**config.mk**
```make
export PLATFORM = sky130hd
export DESIGN_NAME = positional_list_engine
export DESIGN_NICKNAME = d
export VERILOG_FILES = /design/src/plist_pkg.sv /design/src/plist_cell.sv /design/src/positional_list_engine.sv
export SDC_FILE = /design/constraint.sdc
export NUM_CORES = 2
export LEC_CHECK = 0
export ABC_AREA = 1
export BUFFER_PORTS_ARGS = -buffer_cell sky130_fd_sc_hd__buf_2
export CELL_PAD_IN_SITES_DETAIL_PLACEMENT = 2
export CELL_PAD_IN_SITES_GLOBAL_PLACEMENT = 2
export CORE_MARGIN = 2
export CORE_UTILIZATION = 39
export CTS_BUF_LIST = sky130_fd_sc_hd__clkbuf_4 sky130_fd_sc_hd__clkbuf_8
export CTS_CLUSTER_DIAMETER = 60
export CTS_CLUSTER_SIZE = 14
export DETAILED_ROUTE_END_ITERATION = 10
export PLACE_DENSITY = 0.85
export SYNTH_ARGS = -nofsm -noshare
export SYNTH_HDL_FRONTEND = slang
export SYNTH_SLANG_ARGS = --single-unit
```
**constraint.sdc**
```tcl
create_clock -name clk -period 6.91 [get_ports clk]
set_input_delay 1.7275 -clock clk [delete_from_list [all_inputs] [get_ports clk]]
set_output_delay 1.7275 -clock clk [all_outputs]
set_load 0.02 [all_outputs]
```
**src/plist_pkg.sv**
```systemverilog
// Shared types, codes and sizing constants for the positional list engine.
`timescale 1ns / 1ps

package plist_pkg;

  localparam int CAPACITY  = 16;
  localparam int ITEM_BITS = 32;
  localparam int CNT_W     = $clog2(CAPACITY + 1);

  typedef enum logic [2:0] {
    REQ_INS_FRONT = 3'd0,
    REQ_INS_BACK  = 3'd1,
    REQ_INS_POS   = 3'd2,
    REQ_RM_FRONT  = 3'd3,
    REQ_RM_BACK   = 3'd4,
    REQ_RM_POS    = 3'd5,
    REQ_RM_VALUE  = 3'd6
  } req_code_t;

  typedef enum logic [2:0] {
    ST_OK       = 3'd0,
    ST_RANGE    = 3'd1,
    ST_EMPTY    = 3'd2,
    ST_NOTFOUND = 3'd3,
    ST_FULL     = 3'd4
  } status_code_t;

  typedef enum logic [1:0] {
    CM_HOLD,
    CM_INSERT,
    CM_REMOVE_POS,
    CM_REMOVE_VAL
  } cell_mode_t;

  typedef struct packed {
    logic [2:0]         req_type;
    logic signed [31:0] value;
    logic [4:0]         position;
  } plist_in_t;

  typedef struct packed {
    logic [2:0] status;
    logic [4:0] count;
  } plist_out_t;

  // Command broadcast to every cell of the chain.
  typedef struct packed {
    cell_mode_t           mode;
    logic [CNT_W-1:0]     target;
    logic [CNT_W-1:0]     count;
    logic [ITEM_BITS-1:0] key;
  } cell_cmd_t;

endpackage

```
**src/plist_cell.sv**
```systemverilog
// One storage cell of the list chain: holds one entry and shifts with its neighbors.
`timescale 1ns / 1ps

module plist_cell import plist_pkg::*; (
  input  logic                 clk,
  input  logic [CNT_W-1:0]     idx,
  input  cell_cmd_t            cmd,
  input  logic [ITEM_BITS-1:0] left_data,
  input  logic [ITEM_BITS-1:0] right_data,
  input  logic                 found_in,
  output logic                 found_out,
  output logic                 match_out,
  output logic [ITEM_BITS-1:0] data
);

  logic [ITEM_BITS-1:0] data_r;
  logic [ITEM_BITS-1:0] data_nxt;
  logic                 in_range;
  logic                 match;

  assign in_range  = idx < cmd.count;
  assign match     = in_range && (data_r == cmd.key);
  assign found_out = found_in | match;
  assign match_out = match;
  assign data      = data_r;

  always_comb begin
    data_nxt = data_r;
    unique case (cmd.mode)
      CM_INSERT: begin
        if (idx > cmd.target) begin
          data_nxt = left_data;
        end else if (idx == cmd.target) begin
          data_nxt = cmd.key;
        end
      end
      CM_REMOVE_POS: begin
        if (idx >= cmd.target) begin
          data_nxt = right_data;
        end
      end
      CM_REMOVE_VAL: begin
        if (found_in | match) begin
          data_nxt = right_data;
        end
      end
      CM_HOLD: begin
        data_nxt = data_r;
      end
    endcase
  end

  always_ff @(posedge clk) begin
    data_r <= data_nxt;
  end

endmodule

```
**src/positional_list_engine.sv**
```systemverilog
// Top level of the positional list engine: request decode, entry count and the cell chain.
`timescale 1ns / 1ps

// The engine keeps an ordered list of up to CAPACITY signed items in a row of
// cells. A request is transferred at a rising edge where start is high and busy
// is low; in_data carries the request code, the value and the position.
// Busy is high after a transfer, while the chain executes.
// While busy, every cell compares its entry against the key; unless the request
// fails, entries from the affected place on shift left or right by one at once.
// The result (status and the new entry count) appears on out_data with
// out_valid high for exactly one cycle, the cycle after the execute cycle,
// which is also the first cycle in which a new request can be transferred.
// The receiver cannot stall the engine; it must take the result in that cycle.
// A value removal checks the front entry first, then the back entry, then the
// middle entries from the front, and removes the first entry that matches in
// that order.
// Synchronous reset empties the list (the count goes to zero) and drops any
// pending result; the cell contents are left as they are and are never read
// before they are written again.

module positional_list_engine import plist_pkg::*; (
  input  logic       clk,
  input  logic       rst_n,
  input  logic       start,
  output logic       busy,
  input  plist_in_t  in_data,
  output logic       out_valid,
  output plist_out_t out_data
);

  localparam int CMP_W = (CNT_W > 5) ? CNT_W : 5;

  typedef enum logic {
    S_IDLE,
    S_EXEC
  } state_t;

  state_t           state_r;
  plist_in_t        req_r;
  logic [CNT_W-1:0] count_r;
  logic [CNT_W-1:0] count_nxt;
  logic             out_valid_r;
  plist_out_t       out_data_r;
  status_code_t     status_nxt;
  cell_cmd_t        cmd;

  logic [ITEM_BITS-1:0] cell_data [CAPACITY];
  logic                 found     [CAPACITY+1];
  logic                 cell_hit  [CAPACITY];

  logic [CMP_W-1:0] pos_w;
  logic [CMP_W-1:0] cnt_w;
  logic [CNT_W-1:0] last_pos;
  logic             full;
  logic             empty;
  logic             front_hit;
  logic             back_hit;

  assign busy      = (state_r == S_EXEC);
  assign out_valid = out_valid_r;
  assign out_data  = out_data_r;

  assign pos_w    = CMP_W'(req_r.position);
  assign cnt_w    = CMP_W'(count_r);
  assign last_pos = count_r - 1'b1;
  assign full     = (count_r == CNT_W'(CAPACITY));
  assign empty    = (count_r == '0);

  // The front cell and the cell holding the last entry, checked for a match.
  assign front_hit = cell_hit[0];

  always_comb begin
    back_hit = 1'b0;
    for (int j = 0; j < CAPACITY; j++) begin
      if ((CNT_W'(j) == last_pos) && cell_hit[j]) begin
        back_hit = 1'b1;
      end
    end
  end

  // Request decode: the command for the chain, the status and the new count.
  always_comb begin
    cmd.mode   = CM_HOLD;
    cmd.target = '0;
    cmd.count  = count_r;
    cmd.key    = ITEM_BITS'(req_r.value);
    status_nxt = ST_OK;
    count_nxt  = count_r;
    if (state_r == S_EXEC) begin
      unique case (req_r.req_type)
        REQ_INS_FRONT, REQ_INS_BACK, REQ_INS_POS: begin
          if ((req_r.req_type == REQ_INS_POS) && (pos_w > cnt_w)) begin
            status_nxt = ST_RANGE;
          end else if (full) begin
            status_nxt = ST_FULL;
          end else begin
            cmd.mode  = CM_INSERT;
            count_nxt = count_r + 1'b1;
            if (req_r.req_type == REQ_INS_FRONT) begin
              cmd.target = '0;
            end else if (req_r.req_type == REQ_INS_BACK) begin
              cmd.target = count_r;
            end else begin
              cmd.target = CNT_W'(req_r.position);
            end
          end
        end
        REQ_RM_FRONT, REQ_RM_BACK: begin
          if (empty) begin
            status_nxt = ST_EMPTY;
          end else begin
            cmd.mode   = CM_REMOVE_POS;
            cmd.target = (req_r.req_type == REQ_RM_FRONT) ? '0 : count_r - 1'b1;
            count_nxt  = count_r - 1'b1;
          end
        end
        REQ_RM_POS: begin
          if (pos_w >= cnt_w) begin
            status_nxt = ST_RANGE;
          end else begin
            cmd.mode   = CM_REMOVE_POS;
            cmd.target = CNT_W'(req_r.position);
            count_nxt  = count_r - 1'b1;
          end
        end
        REQ_RM_VALUE: begin
          // The front entry wins, then the back entry. Otherwise the cells at
          // and after the first middle match shift left; with no match
          // nothing moves.
          if (front_hit) begin
            cmd.mode   = CM_REMOVE_POS;
            cmd.target = '0;
            count_nxt  = count_r - 1'b1;
          end else if (back_hit) begin
            cmd.mode   = CM_REMOVE_POS;
            cmd.target = last_pos;
            count_nxt  = count_r - 1'b1;
          end else if (found[CAPACITY]) begin
            cmd.mode  = CM_REMOVE_VAL;
            count_nxt = count_r - 1'b1;
          end else begin
            status_nxt = ST_NOTFOUND;
          end
        end
        default: begin
          // The unused request code leaves the list alone and reports ok.
          status_nxt = ST_OK;
        end
      endcase
    end
  end

  // The cell chain. Cell 0 sits at the front of the list.
  assign found[0] = 1'b0;

  for (genvar i = 0; i < CAPACITY; i++) begin : g_cell
    logic [ITEM_BITS-1:0] left_d;
    logic [ITEM_BITS-1:0] right_d;

    if (i == 0) begin : g_first
      assign left_d = '0;
    end else begin : g_mid_l
      assign left_d = cell_data[i-1];
    end

    if (i == CAPACITY - 1) begin : g_last
      assign right_d = '0;
    end else begin : g_mid_r
      assign right_d = cell_data[i+1];
    end

    plist_cell u_cell (
      .clk        (clk),
      .idx        (CNT_W'(i)),
      .cmd        (cmd),
      .left_data  (left_d),
      .right_data (right_d),
      .found_in   (found[i]),
      .found_out  (found[i+1]),
      .match_out  (cell_hit[i]),
      .data       (cell_data[i])
    );
  end

  // Sequencer, request register, entry count and registered result.
  always_ff @(posedge clk) begin
    if (!rst_n) begin
      state_r     <= S_IDLE;
      count_r     <= '0;
      out_valid_r <= 1'b0;
    end else begin
      out_valid_r <= 1'b0;
      unique case (state_r)
        S_IDLE: begin
          if (start) begin
            req_r   <= in_data;
            state_r <= S_EXEC;
          end
        end
        S_EXEC: begin
          count_r           <= count_nxt;
          out_data_r.status <= status_nxt;
          out_data_r.count  <= 5'(count_nxt);
          out_valid_r       <= 1'b1;
          state_r           <= S_IDLE;
        end
      endcase
    end
  end

endmodule
```
-- Word-level counts from Yosys, hierarchy flattened
Cells that the tools add are included.
- $add $sub $neg: 2
- $lt $le $gt $ge: 50
- eq/ne operators: 104
- muxes and demuxes: 128
- bitwise logic cells: 17
- reduce and logical (&&, ||, !) cells: 58
- operator list (operator ; count):
    32-bit 2-to-1 mux ; 64
    32-bit case mux with 3 select lines ; 16
    32-bit equality test ; 16
    4-bit by 5-bit equality test with 1-bit output (first input constant) ; 16
    2-bit by 1-bit != test with 1-bit output (second input constant) ; 32
    4-bit AND reduction ; 16
    5-bit 2-to-1 mux ; 11
    3-bit by 1-bit != test with 1-bit output (second input constant) ; 16
    3-bit by 5-bit equality test with 1-bit output (first input constant) ; 8
    4-bit by 5-bit greater-or-equal comparator with 1-bit output (first input constant) ; 8
    4-bit by 5-bit greater-than comparator with 1-bit output (first input constant) ; 8
    4-bit by 5-bit < comparator with 1-bit output (first input constant) ; 8
    1-bit logical AND ; 33
    7-bit 2-to-1 mux ; 4
    7-bit case mux with 4 select lines ; 1
    2-bit by 5-bit equality test with 1-bit output (first input constant) ; 4
    3-bit by 5-bit greater-or-equal comparator with 1-bit output (first input constant) ; 4
    3-bit by 5-bit greater-than comparator with 1-bit output (first input constant) ; 4
    3-bit by 5-bit < comparator with 1-bit output (first input constant) ; 4
    5-bit case mux with 4 select lines ; 1
    1-bit 2-to-1 mux ; 19
    5-bit logical NOT ; 3
    1-bit OR ; 15
    2-bit 2-to-1 mux ; 6
    other kinds (28) ; 42
- flip-flop bits (word level): 567
- input port bits: 43
- output and inout port bits: 10
- logic and storage cells: 383

-- Depth between registers and ports, before layout
- depth in word-level cells: 27
- gate-level depth with buffers: 30
- depth with buffers taken out: 27

-- Modules after synthesis
Synthesis repeated with hierarchy kept, for this count alone.
- cells, all modules: 5727
- area total of the unflattened synthesis: 43758.2 um2
- modules (own cells, without submodules) (module ; times used ; cells each ; area each (um2)):
    plist_cell at g_cell[15].u_cell ... ; 10 ; 332 ; 2581.2
    plist_cell at g_cell[0].u_cell ... ; 5 ; 353 ; 2494.9
    positional_list_engine ; 1 ; 306 ; 2982.9
    plist_cell at g_cell[14].u_cell ; 1 ; 336 ; 2488.6

-- Worst setup path before layout
No wires, ideal clock.
- path kind: flip-flop to flip-flop
- start: register count_r[0], in the netlist cnt_w[0]
- end: register g_cell[10].u_cell.data_r[0] (enable)
- library setup time: 0.466 ns
- arrival time: 4.618 ns
- data required time: 6.444 ns
- setup slack: 1.826 ns
- cell stages (with the launch flop): 23
- buffers on the path: 1
- path through: dfxtp_1 -> buf_2 -> inv_1 -> ha_1 -> nand2_1 -> nand2_1 -> nand2_1 -> inv_2 -> nand2_1 -> inv_1 -> nand4_1 -> nand3_1 -> nand2_1 -> nand2_1 -> nor2_1 -> nand2_2 -> nor3_1 -> nand2_1 -> nand2_1 -> nand2_1 -> inv_1 -> nand2_1 -> o21ai_0
- word-level cells in the longest chain between the ends: 26
- ends and longest elaborated chain (element ; line ; text):
    start: declaration ; positional_list_engine.sv:40 ; logic [CNT_W-1:0] count_r;
    start signal: assignment ; positional_list_engine.sv:201 ; count_r <= count_nxt;
    5-bit by 1-bit subtractor with 5-bit output / 1-bit by 5-bit < comparator with 1-bit output (equally long branches) ; positional_list_engine.sv:65, positional_list_engine.sv:113, plist_cell.sv:21 ;
    5-bit logical NOT / 1-bit logical AND (equally long branches) ; positional_list_engine.sv:75, plist_cell.sv:22 ;
    1-bit logical AND ; positional_list_engine.sv:75 ; if ((CNT_W'(j) == last_pos) && cell_hit[j]) begin
    1-bit 2-to-1 mux (16 in series) ; positional_list_engine.sv:75 ;
    5-bit 2-to-1 mux / 2-bit 2-to-1 mux (equally long branches) ; positional_list_engine.sv:134 ; end else if (back_hit) begin
    7-bit 2-to-1 mux ; positional_list_engine.sv:130 ; if (front_hit) begin
    7-bit case mux with 4 select lines ; positional_list_engine.sv:90 ; unique case (req_r.req_type)
    7-bit 2-to-1 mux ; positional_list_engine.sv:89 ; if (state_r == S_EXEC) begin
    4-bit by 5-bit greater-than comparator with 1-bit output, or another cell as far along ; plist_cell.sv:31 ; if (idx > cmd.target) begin
    3-bit by 1-bit != test with 1-bit output (no source line), or another cell as far along ; n/a ;
    4-bit AND reduction (no source line) (*) ; n/a ;
    end signal: assignment ; plist_cell.sv:54 ; data_r <= data_nxt;
    end: declaration ; plist_cell.sv:16 ; logic [ITEM_BITS-1:0] data_r;
Mark *: on every way between the ends. The rest lies on a longest branch, timed or not.
A chain may end at the register's enable or synchronous reset.

-- Final worst setup path
- start: register count_r[4], in the netlist cnt_w[4]
- end: register g_cell[13].u_cell.data_r[23] (data pin)
- word-level cells in the longest chain between the ends: 26
- ends and longest elaborated chain (element ; line ; text):
    5-bit by 1-bit subtractor with 5-bit output / 1-bit by 5-bit < comparator with 1-bit output (equally long branches) ; positional_list_engine.sv:65, positional_list_engine.sv:113, plist_cell.sv:21 ;
    5-bit logical NOT / 1-bit logical AND (equally long branches) ; positional_list_engine.sv:75, plist_cell.sv:22 ;
    1-bit logical AND ; positional_list_engine.sv:75 ;
    1-bit 2-to-1 mux (16 in series) ; positional_list_engine.sv:75 ;
    5-bit 2-to-1 mux ; positional_list_engine.sv:134 ;
    7-bit 2-to-1 mux ; positional_list_engine.sv:130 ;
    7-bit case mux with 4 select lines (*) ; positional_list_engine.sv:90 ;
    7-bit 2-to-1 mux (*) ; positional_list_engine.sv:89 ;
    4-bit by 5-bit greater-than comparator with 1-bit output ; plist_cell.sv:31 ;
    32-bit 2-to-1 mux ; plist_cell.sv:31 ;
    32-bit case mux with 3 select lines (*) ; plist_cell.sv:29 ; unique case (cmd.mode)
    net g_cell[13].u_cell.data_nxt[23] ; plist_cell.sv:17 ; logic [ITEM_BITS-1:0] data_nxt;
    end signal: assignment ; plist_cell.sv:54 ;
    end: declaration ; plist_cell.sv:16 ;
Mark *: on every way through the listed nets, which the timed path passes. The rest lies on a longest branch.

==> flow_summary.toml <==
[die]
start_util_pct = 39.3
io_pins = 53
fp.dieArea_sq_um = 111000
row_count = 120
die_h_microns = 333
fp.dieW_microns = 333
fp.coreArea_sq_um = 107000

[timing]
slew_violations = 0
timing_hold_violations_final = 0
slew_headroom_pct = 10.5
rsz0062_at_grt = "no"
fin_crit_ns = 6.09
worst_pin_slew_ns = 1.34
fin_crit_sh_pct = 88.2
finalSetupViolations = 0
setup_tns_ns = 0
fin_worst_skew_ns = 0.0687
fmax_ghz = 0.164

[clocking]
cts_max_path_buffers = 3
clk_pin_slew_ns = 0.10
htree_num_levels = 3
cts-resized-gates = 0
cts.sinks = 567
hold_buffers = 0
cts_buffers = 81
cts_setup_buffers = 0
clkLatencyLatePin_ns = 0.81
cts_root_buffer = "clkbuf_8"
tritoncts = "done"

[hold_path]
min_from = "g_cell[10].u_cell.data[21]"
hold_depth = 2
holdPathEnd = "g_cell[9].u_cell.data[21]"
min_path_type = "register to register"

[detailed_routing]
avgViaCountPerCell = 6.08
ant_nets = 0
drc = 0
drtPass1Iterations = 6
vias = 44424
routed_wl_mm = 231
drtIter0Drc = 4688
wl_per_cell_microns = 31.7

[grt]
grt_pass1_vias = 46013
grt_util_all_layers_pct = 40.9
grt_overflow = 0
antenna_found_initial = 15
grt_pass1_wl_mm = 329
grt_max_degree = 211

[final_layout]
areaGrowthSynthToFinish_pct = 5.94
drive_above_1_share_pct = 7.48
final_cell_mix = "nand2_1 (2657), edfxtp_1 (560), nand3_1 (463), inv_1 (418), nor2_1 (324)"
final-seq-area_sq_um = 17000
multi_input_area_sq_um = 21100
nNetsFinal = 5885
final_cell_area_sq_um = 44600
layout_commonest_cell = "nand2_1"
fillCellCount = 12934

[logic_synthesis]
synth_edf_count = 560
ys_seq_elements = 567
syn_area_sq_um = 42100
syn_area_per_cell_sq_um = 7.08
seq_area_frac_synth_pct = 40.3
synth_flop_cell = "edfxtp_1"
async_reset_ff_share_pct = 0
yosys_warnings = 0
synthCells = 5947
ys_types = 64
syn_nets = 6001

[setup_path]
cp.required_ns = 7.44
start_kind = "register"
cp-end-kind = "register"
ff2ff_path_depth = 21
critPathArrivalTime_ns = 6.62
r2r-start = "cnt_w[4]"
r2r_end = "g_cell[13].u_cell.data[23]"
reg2reg_slack_ns = 0.82
critPathKind = "register to register"
cp_max_fo = 32

[place]
place_area_sq_um = 42700
dpl.hpwl_mm = 167
portBuffers = 52
gp_congestion = 0.986

[power]
power_density_nw_per_um2 = 202
combinationalPowerShare_pct = 16.7
p_int_w = 0.00588
switching_power_w = 0.00313
leakage_nw = 20.1
p_clk_share_pct = 37.7
peakVddDrop_mv = 0.172
swShare_pct = 34.7
sequentialPowerShare_pct = 45.6

[flow_run]
maxCapViolCount = 0

[outcome]
status = "complete, no violations"
layout make-up:
type	instances	share of cell area (%)
Tap cell	1403	3.93
Clock inverter	62	1.66
Sequential cell	567	38.0
Inverter	461	3.91
Antenna cell	8	0.0449
Timing Repair Buffer	164	2.64
Clock buffer	87	2.63
Multi-Input combinational cell	4556	47.2
synth_stat cells, drive strengths merged, types with 7 or more instances:
cell	count	area [sq um]
nand2	2677	10100
edfxtp	560	16800
nand3	466	2350
inv	457	1720
o21ai	379	1900
nor2	339	1330
buf	331	2350
xnor2	213	1870
nand4	152	993
xor2	73	639
nor3	66	357
or2	41	257
clkbuf	32	120
o211ai	22	165
and2	18	113
nor3b	16	130
nor4	16	106
a21oi	13	80.1
nand3b	12	90.1
ha	11	138
and3	10	67.6
o22ai	9	56.3
dfxtp	7	140
power groups by stage:
| stage | combinational (W) | clock [W] | sequential, W |
|---|---|---|---|
| after floorplan | 0.000934 | 0 | 0.00409 |
| after global placement | 0.00138 | 0 | 0.00418 |
| after detailed placement | 0.00145 | 0 | 0.00418 |
| after CTS | 0.00146 | 0.00339 | 0.00410 |
| after global routing | 0.00160 | 0.00353 | 0.00411 |
| final | 0.00150 | 0.00340 | 0.00411 |
cell families after synthesis:
family	Yosys count	share of synthesized area, %
compound gates	441	5.56
xor+xnor	286	5.97
fa+ha+maj	11	0.327
buf+inv	824	9.98
flops	567	40.3
simple gates	3818	37.9
flip-flops by register name, summed over array words and instances, names as in the netlist:
register	count
g_cell.u_cell.data	512
cmd	32
out_data	8
cnt_w	5
pos_w	5
req_r	3
busy	1
out_valid	1
metrics by stage:
step / utilization, % / hold WS, ns / setup slack, ns / power (W) / cells
after floorplan: - / 0.520 / 1.83 / 0.00502 / 5947
after global placement: 39.9 / 0.536 / 1.27 / 0.00556 / 7151
after detailed placement: 39.9 / 0.542 / 1.09 / 0.00563 / 7151
after CTS: 41.7 / 0.581 / 1.04 / 0.00896 / 7300
after global routing: 41.7 / 0.614 / 0.617 / 0.00925 / 7301
final: 41.7 / 0.584 / 0.818 / 0.00901 / 7308
worst max path at each step:
stage | to | slack, ns | startpoint
detailed placement | g_cell[13].u_cell.data[20] | 1.09 | cnt_w[4]
global route | g_cell[13].u_cell.data[16] | 0.62 | cnt_w[4]
global placement | g_cell[13].u_cell.data[20] | 1.27 | cnt_w[4]
CTS | g_cell[13].u_cell.data[23] | 1.04 | cnt_w[4]
finish | g_cell[13].u_cell.data[23] | 0.82 | cnt_w[4]
floorplan | g_cell[10].u_cell.data[0] | 1.83 | cnt_w[0]
per-layer routing:
metal  vias to the layer above  routed length, microns  GRT usage (%)  part of all wire [%]
li1                      18925                       -              -                     -
met1                     22571                   89500           50.9                    39
met2                      2229                  107000           66.5                    46
met3                       689                   19700           7.26                   8.5
met4                        10                   15200           24.1                   6.6
met5                         -                      64              0                 0.028
critical path: stages, from the launching register on:
cell	delay [ns]
dfxtp_1	0.80
inv_2	0.26
nand2_2	0.18
inv_2	0.06
nand2_1	0.35
nand2_1	0.22
nor4_1	0.51
nand2_1	0.10
nor3b_1	0.76
nand2_1	0.11
nand3_1	0.15
nor2_1	0.06
nand2_1	0.12
nand2_1	0.11
nand3_4	0.14
nand2_2	0.12
nor2_1	0.14
nand3_1	0.95
nand3_1	0.34
nand2_1	0.15
nand2_1	0.09
nand2_1	0.09
Power figures use the tool's default switching activity.
